$ cat config.mk
export PLATFORM = sky130hd
export DESIGN_NAME = fixed_pool_unit_allocator_unit
export DESIGN_NICKNAME = d
export VERILOG_FILES = /design/src/rtl/core/fpua_pkg.sv /design/src/rtl/core/fpua_ctrl.sv /design/src/rtl/core/fpua_datapath.sv /design/src/rtl/core/fixed_pool_unit_allocator_unit.sv
export SDC_FILE = /design/constraint.sdc
export NUM_CORES = 2
export LEC_CHECK = 0
export BUFFER_PORTS_ARGS = -buffer_cell sky130_fd_sc_hd__buf_4
export CAP_MARGIN = 5
export CORE_UTILIZATION = 55
export DETAILED_ROUTE_END_ITERATION = 8
export PLACE_DENSITY_LB_ADDON = 0.2
export SYNTH_ARGS = -nofsm -noshare
export SYNTH_HDL_FRONTEND = slang
export SYNTH_HIERARCHICAL = 1
export SYNTH_SLANG_ARGS = --single-unit
$ cat constraint.sdc
create_clock -name clk -period 9.02 [get_ports clk]
set_input_delay 0.451 -clock clk [delete_from_list [all_inputs] [get_ports clk]]
set_output_delay 0.451 -clock clk [all_outputs]
set_load 0.01 [all_outputs]
$ cat src/rtl/core/fpua_pkg.sv
// ----------------------------------------------------------------------------
// fpua_pkg
// Shared types and constants of the fixed pool unit allocator.
// ----------------------------------------------------------------------------
package fpua_pkg;

    // Entries of the free queue, set by the 8-bit unit index
    localparam int QUEUE_DEPTH = 256;
    localparam int POOL_UNITS_DEFAULT = 256;

    localparam logic [8:0] UNIT_COUNT_RESET = 9'd256;

    // Result status codes
    localparam logic [1:0] STATUS_OK        = 2'd0;
    localparam logic [1:0] STATUS_EXHAUSTED = 2'd1;
    localparam logic [1:0] STATUS_INVALID   = 2'd2;

    // Request kinds
    localparam logic KIND_ALLOC = 1'b0;
    localparam logic KIND_FREE  = 1'b1;

    // Commands from controller to datapath
    typedef struct packed {
        logic load;   // capture request, launch memory reads
        logic exec;   // decide, update memories and pointers, register result
    } fpua_cmd_t;

endpackage

$ cat src/rtl/core/fpua_ctrl.sv
// ----------------------------------------------------------------------------
// fpua_ctrl
// Request sequencer: accept, execute state, result strobe.
// ----------------------------------------------------------------------------
module fpua_ctrl
    import fpua_pkg::*;
(
    input  logic      clk,
    input  logic      rst_n,
    input  logic      start,
    output logic      busy,
    output logic      done,
    output fpua_cmd_t cmd
);

    typedef enum logic {
        ST_IDLE,
        ST_EXEC
    } state_t;

    state_t state_reg;
    state_t state_next;
    logic   done_reg;
    logic   done_next;

    always_comb
    begin
        state_next = state_reg;
        done_next  = 1'b0;
        unique case (state_reg)
            ST_IDLE:
            begin
                if (start)
                begin
                    state_next = ST_EXEC;
                end
            end
            ST_EXEC:
            begin
                state_next = ST_IDLE;
                done_next  = 1'b1;
            end
            default:
            begin
                state_next = ST_IDLE;
            end
        endcase
    end

    always_ff @(posedge clk or negedge rst_n)
    begin
        if (!rst_n)
        begin
            state_reg <= ST_IDLE;
            done_reg  <= 1'b0;
        end
        else
        begin
            state_reg <= state_next;
            done_reg  <= done_next;
        end
    end

    assign busy     = (state_reg == ST_EXEC);
    assign done     = done_reg;
    assign cmd.load = start && (state_reg == ST_IDLE);
    assign cmd.exec = (state_reg == ST_EXEC);

endmodule

$ cat src/rtl/core/fpua_datapath.sv
// ----------------------------------------------------------------------------
// fpua_datapath
// Free queue, allocated-flag memory, bump counter and result registers.
// ----------------------------------------------------------------------------
module fpua_datapath
    import fpua_pkg::*;
#(
    parameter int POOL_UNITS = POOL_UNITS_DEFAULT
)
(
    input  logic       clk,
    input  logic       rst_n,
    input  fpua_cmd_t  cmd,
    input  logic       kind,
    input  logic [7:0] unit_index,
    input  logic       cfg_wr_en,
    input  logic [8:0] cfg_wr_data,
    output logic [1:0] status,
    output logic [7:0] granted_index
);

    // Flags are only kept for units that can ever be usable
    localparam int FLAG_DEPTH = (POOL_UNITS < QUEUE_DEPTH) ? POOL_UNITS : QUEUE_DEPTH;
    localparam int FLAG_AW    = $clog2(FLAG_DEPTH);
    localparam logic [8:0] LIMIT_CAP = 9'(FLAG_DEPTH);

    logic [7:0] queue_mem [QUEUE_DEPTH];
    logic       flag_mem  [FLAG_DEPTH];

    logic [FLAG_DEPTH-1:0] flag_valid_reg;
    logic [8:0]            unit_count_reg;
    logic [7:0]            head_reg;
    logic [7:0]            tail_reg;
    logic [8:0]            fill_reg;
    logic [8:0]            bump_reg;
    logic                  kind_reg;
    logic [7:0]            unit_reg;
    logic [7:0]            q_rdata_reg;
    logic                  flag_rdata_reg;
    logic [1:0]            status_reg;
    logic [7:0]            granted_reg;

    logic [7:0]         head_next;
    logic [7:0]         tail_next;
    logic [8:0]         fill_next;
    logic [8:0]         bump_next;
    logic [1:0]         status_next;
    logic [7:0]         granted_next;
    logic [8:0]         limit;
    logic               flag_set;
    logic               flag_we;
    logic               flag_wdata;
    logic [FLAG_AW-1:0] flag_waddr;
    logic               queue_we;

    assign limit    = (unit_count_reg > LIMIT_CAP) ? LIMIT_CAP : unit_count_reg;
    // An entry never written since reset reads as cleared
    assign flag_set = flag_valid_reg[unit_reg[FLAG_AW-1:0]] && flag_rdata_reg;

    always_comb
    begin
        head_next    = head_reg;
        tail_next    = tail_reg;
        fill_next    = fill_reg;
        bump_next    = bump_reg;
        status_next  = STATUS_OK;
        granted_next = 8'd0;
        flag_we      = 1'b0;
        flag_wdata   = 1'b0;
        flag_waddr   = unit_reg[FLAG_AW-1:0];
        queue_we     = 1'b0;
        if (kind_reg == KIND_ALLOC)
        begin
            if (fill_reg != 9'd0)
            begin
                // Reuse the oldest freed unit
                granted_next = q_rdata_reg;
                head_next    = head_reg + 8'd1;
                fill_next    = fill_reg - 9'd1;
                flag_we      = 1'b1;
                flag_wdata   = 1'b1;
                flag_waddr   = q_rdata_reg[FLAG_AW-1:0];
            end
            else if (bump_reg >= limit)
            begin
                status_next = STATUS_EXHAUSTED;
            end
            else
            begin
                granted_next = bump_reg[7:0];
                bump_next    = bump_reg + 9'd1;
                flag_we      = 1'b1;
                flag_wdata   = 1'b1;
                flag_waddr   = bump_reg[FLAG_AW-1:0];
            end
        end
        else
        begin
            if (({1'b0, unit_reg} >= limit) || !flag_set || fill_reg[8])
            begin
                status_next = STATUS_INVALID;
            end
            else
            begin
                flag_we   = 1'b1;
                queue_we  = 1'b1;
                tail_next = tail_reg + 8'd1;
                fill_next = fill_reg + 9'd1;
            end
        end
    end

    // Memory reads launch at the transfer, data is ready in the execute cycle
    always_ff @(posedge clk)
    begin
        q_rdata_reg    <= queue_mem[head_reg];
        flag_rdata_reg <= flag_mem[unit_index[FLAG_AW-1:0]];
        if (cmd.exec && queue_we)
        begin
            queue_mem[tail_reg] <= unit_reg;
        end
        if (cmd.exec && flag_we)
        begin
            flag_mem[flag_waddr] <= flag_wdata;
        end
        if (cmd.load)
        begin
            kind_reg <= kind;
            unit_reg <= unit_index;
        end
        if (cmd.exec)
        begin
            status_reg  <= status_next;
            granted_reg <= granted_next;
        end
    end

    always_ff @(posedge clk or negedge rst_n)
    begin
        if (!rst_n)
        begin
            flag_valid_reg <= '0;
            unit_count_reg <= UNIT_COUNT_RESET;
            head_reg       <= 8'd0;
            tail_reg       <= 8'd0;
            fill_reg       <= 9'd0;
            bump_reg       <= 9'd0;
        end
        else
        begin
            if (cfg_wr_en)
            begin
                unit_count_reg <= cfg_wr_data;
            end
            if (cmd.exec)
            begin
                head_reg <= head_next;
                tail_reg <= tail_next;
                fill_reg <= fill_next;
                bump_reg <= bump_next;
                if (flag_we)
                begin
                    flag_valid_reg[flag_waddr] <= 1'b1;
                end
            end
        end
    end

    assign status        = status_reg;
    assign granted_index = granted_reg;

endmodule

$ cat src/rtl/core/fixed_pool_unit_allocator_unit.sv
// ----------------------------------------------------------------------------
// fixed_pool_unit_allocator_unit
// Allocator for a pool of equal-sized units with a free queue and bump counter.
// ----------------------------------------------------------------------------
// A request is taken when start is high and busy is low. Its result shows on
// status and granted_index, marked by done for exactly one cycle, once the
// execute state registers it; the receiver cannot stall it, so capture it on
// done. Busy is high for the one cycle in between, so a new request can be
// taken in the cycle done is shown but not while one executes, owing to the
// registered read of the free queue and flag memory at the transfer and the
// read-modify-write of both in the execute cycle. Writes to unit_count take
// effect for the next request; the user must write only while idle (unchecked).
module fixed_pool_unit_allocator_unit
    import fpua_pkg::*;
#(
    parameter int POOL_UNITS = POOL_UNITS_DEFAULT
)
(
    input  logic       clk,
    input  logic       rst_n,
    input  logic       start,
    output logic       busy,
    input  logic       kind,
    input  logic [7:0] unit_index,
    input  logic       cfg_wr_en,
    input  logic [8:0] cfg_wr_data,
    output logic       done,
    output logic [1:0] status,
    output logic [7:0] granted_index
);

    fpua_cmd_t cmd;

    fpua_ctrl u_ctrl (
        .clk   (clk),
        .rst_n (rst_n),
        .start (start),
        .busy  (busy),
        .done  (done),
        .cmd   (cmd)
    );

    fpua_datapath #(
        .POOL_UNITS (POOL_UNITS)
    ) u_datapath (
        .clk           (clk),
        .rst_n         (rst_n),
        .cmd           (cmd),
        .kind          (kind),
        .unit_index    (unit_index),
        .cfg_wr_en     (cfg_wr_en),
        .cfg_wr_data   (cfg_wr_data),
        .status        (status),
        .granted_index (granted_index)
    );

endmodule

==> impl_metrics.py <==
metrics = {
    "sta": {
        "slew_headroom": 0.169,
        "fin_crit_ns": 5.99,
        "finalSetupTns_ns": 0,
        "tightestPinTransition_ns": 1.25,
        "max_freq_mhz": 167,
        "finClkSkew_ns": 0.0920,
        "setup_viol": 0,
        "rsz0062_at_grt": "no",
        "final_hold_viol_count": 0,
        "drv_slew": 0,
        "timing.final.crit_share": 0.664,
    },
    "pwr": {
        "p_leak_uw": 0.0378,
        "peakVddDrop_uv": 301,
        "p_per_area_nw_per_um2": 281,
    },
    "grt": {
        "antenna_found_initial": 6,
        "grt_pass1_wl_mm": 374,
        "grt_use_total": 0.268,
        "grt_max_degree": 184,
        "grt_overflow": 0,
        "grt_pass1_vias": 52816,
    },
    "critical_path": {
        "critPathMaxFanout": 51,
        "crit_top_cell": "buf_4",
        "cp_num_buf_inv": 3,
        "critPathKind": "flop to flop",
        "crit_chain": "buf_4, nor2b_1, a22oi_1, a2111oi_0, nor3_1, a41o_1, a211oi_4, buf_4, nand3_2, buf_4, nor2_1",
        "critPathLaunchType": "flop",
        "critPathTopFamily": "simple AND/OR/NAND/NOR gates",
        "max_stage_delay_ns": 0.75,
        "required_ns": 9.56,
        "crit_arrival_ns": 6.53,
        "crit_path_end_kind": "flop",
        "slowest_stage": "a211oi_4",
    },
    "synthesis": {
        "netlist_area_sq_um": 105000,
        "synth_ff_type": "edfxtp_1",
        "synth_edf_count": 2323,
        "synth_nets": 5254,
        "synth_top_area_share": 0.663,
        "yosys_warnings": 6,
        "synthArstFlopShare": 0.114,
        "synth_top_area_cell": "edfxtp_1",
        "yosys-top-cells-area": "edfxtp_1 66%, mux4_2 17%, dfrtp_1 7.1%",
        "synth_cell_types": 69,
        "syn_avg_cell_area_sq_um": 20.2,
        "synth.most_common_cell": "edfxtp_1",
        "ys_top_cells_by_count": "2323 x edfxtp_1, 798 x mux4_2, 481 x nor2_1",
        "synthCells": 5201,
        "seq_area_frac_synth": 0.737,
        "ys_seq_elements": 2633,
    },
    "route": {
        "drt_iter0_markers": 6093,
        "ant_nets": 0,
        "dr.pass1.iters": 6,
        "vias_per_cell": 6.52,
        "routedWlPerCell_um": 31.9,
        "drc": 0,
        "wirelength_mm": 255,
        "dr_total_vias": 52170,
    },
    "outcome": {
        "outcome": "finished clean",
    },
    "clock_tree": {
        "post_cts_resized": 0,
        "cts_tree": "yes",
        "post_cts_buffers": 0,
        "clockBufferDepth": 4,
        "clk_pin_slew_worst_paths_ns": 0.07,
        "clk_latency_ns": 0.93,
        "cts_buffers": 282,
        "htree_levels": 5,
        "clockRootBuffer": "clkbuf_16",
        "cts_sinks": 2633,
        "hold_buffers": 28,
    },
    "finish": {
        "seq_area_sq_um": 77500,
        "final_util": 0.617,
        "drive_gt1_frac": 0.253,
        "largest_reg_flops": 2048,
        "multi_input_area_sq_um": 26100,
        "nets": 5338,
        "nFillCells": 12943,
        "syn2layout_area_growth_pct": 11.4,
    },
    "place": {
        "port_buffers": 33,
        "gp_congestion": 0.879,
        "dp_hpwl_mm": 149,
    },
    "die": {
        "die_w_um": 439,
        "die_h_um": 439,
        "start_util": 0.554,
        "ios": 34,
        "die_area_sq_um": 193000,
        "coreArea_sq_um": 190000,
        "rows": 160,
    },
    "min_path": {
        "hold_path_class": "input port to asynchronous set/reset pin",
    },
    "run": {
        "drv_cap": 0,
    },
}
==> metal layers <==
layer / GRT usage / up-vias / part of all wire
met4: 0.0944 / 4 / 0.037
met3: 0.0461 / 511 / 0.075
li1: - / 21334 / -
met5: 0 / - / 0.00014
met2: 0.423 / 2406 / 0.49
met1: 0.383 / 27915 / 0.40
==> placed cells by master (no fill, tap or decap), types with 10 or more instances in the layout <==
master	netlist	layout
nor3_1	103	101
nand2_1	102	102
buf_4	15	104
o21bai_1	169	169
clkinv_1	3	42
clkbuf_1	184	56
edfxtp_1	2323	2323
inv_1	58	57
a21o_1	51	51
mux2i_1	60	60
or2_2	13	13
bufinv_16	0	23
ha_1	30	30
buf_12	0	20
clkbuf_8	0	11
nand2b_1	11	11
nand3_1	34	34
dlygate4sd3_1	0	28
clkinv_2	0	46
nand3_2	16	16
o21ai_0	10	10
nor2_1	481	480
o31ai_1	53	53
xnor2_1	25	25
nor2b_1	17	17
clkbuf_16	0	288
a22oi_1	26	26
and2_1	10	10
mux2_2	18	18
mux4_2	798	798
dfrtp_1	300	294
a21oi_1	37	37
==> cell type report <==
| cell class | count | share of cell area |
|---|---|---|
| Tap cell | 2511 | 0.0268 |
| Clock inverter | 127 | 0.0105 |
| Clock buffer | 355 | 0.0646 |
| Sequential cell | 2633 | 0.661 |
| Inverter | 61 | 0.00200 |
| Multi-Input combinational cell | 2154 | 0.222 |
| Timing Repair Buffer | 153 | 0.0126 |
| Antenna cell | 2 | 0.0000427 |
==> through the flow <==
step	total power, uW	instances	setup slack (ns)	instance area, sq um	hold slack [ns]
final	32900	7996	3.03	117000	0.264
after global routing	33900	7994	2.78	117000	0.288
after CTS	33100	7994	2.90	117000	0.242
after detailed placement	22000	7484	2.93	108000	0.436
after global placement	22000	7484	3.01	108000	0.431
after floorplan	19500	5201	1.09	105000	0.155
==> logic make-up after synthesis <==
group | after synthesis | share of synthesized area
mux | 876 | 0.179
compound gates | 403 | 0.0281
flops | 2633 | 0.737
buf+inv | 414 | 0.0166
xor+xnor | 31 | 0.00258
simple gates | 813 | 0.0337
fa+ha+maj | 31 | 0.00376
==> report_power, final <==
| part | internal, uW | switching, uW | total (uW) |
|---|---|---|---|
| Clock | 6580 | 4550 | 11100 |
| Combinational | 3700 | 4080 | 7780 |
| Sequential | 13600 | 371 | 14000 |
| Total | 23900 | 9010 | 32900 |
==> worst paths after layout <==
kind	startpoint	endpoint	slack (ns)	cells past startpoint
worst max-delay path	u_datapath/unit_reg[4]	u_datapath/queue_mem[117][4]	3.03	11
worst min-delay path	rst_n	u_datapath/unit_count_reg[0]	0.26	2
worst max register to register	u_datapath/unit_reg[4]	u_datapath/queue_mem[117][4]	3.03	11
worst min register to register	u_datapath/flag_valid_reg[65]	u_datapath/flag_valid_reg[65]	0.45	1
max in group asynchronous	rst_n	u_datapath/flag_valid_reg[189]	7.15	3
min in group clk	unit_index[5]	u_datapath/unit_reg[5]	0.31	2
(Power assumes the default switching activity.)
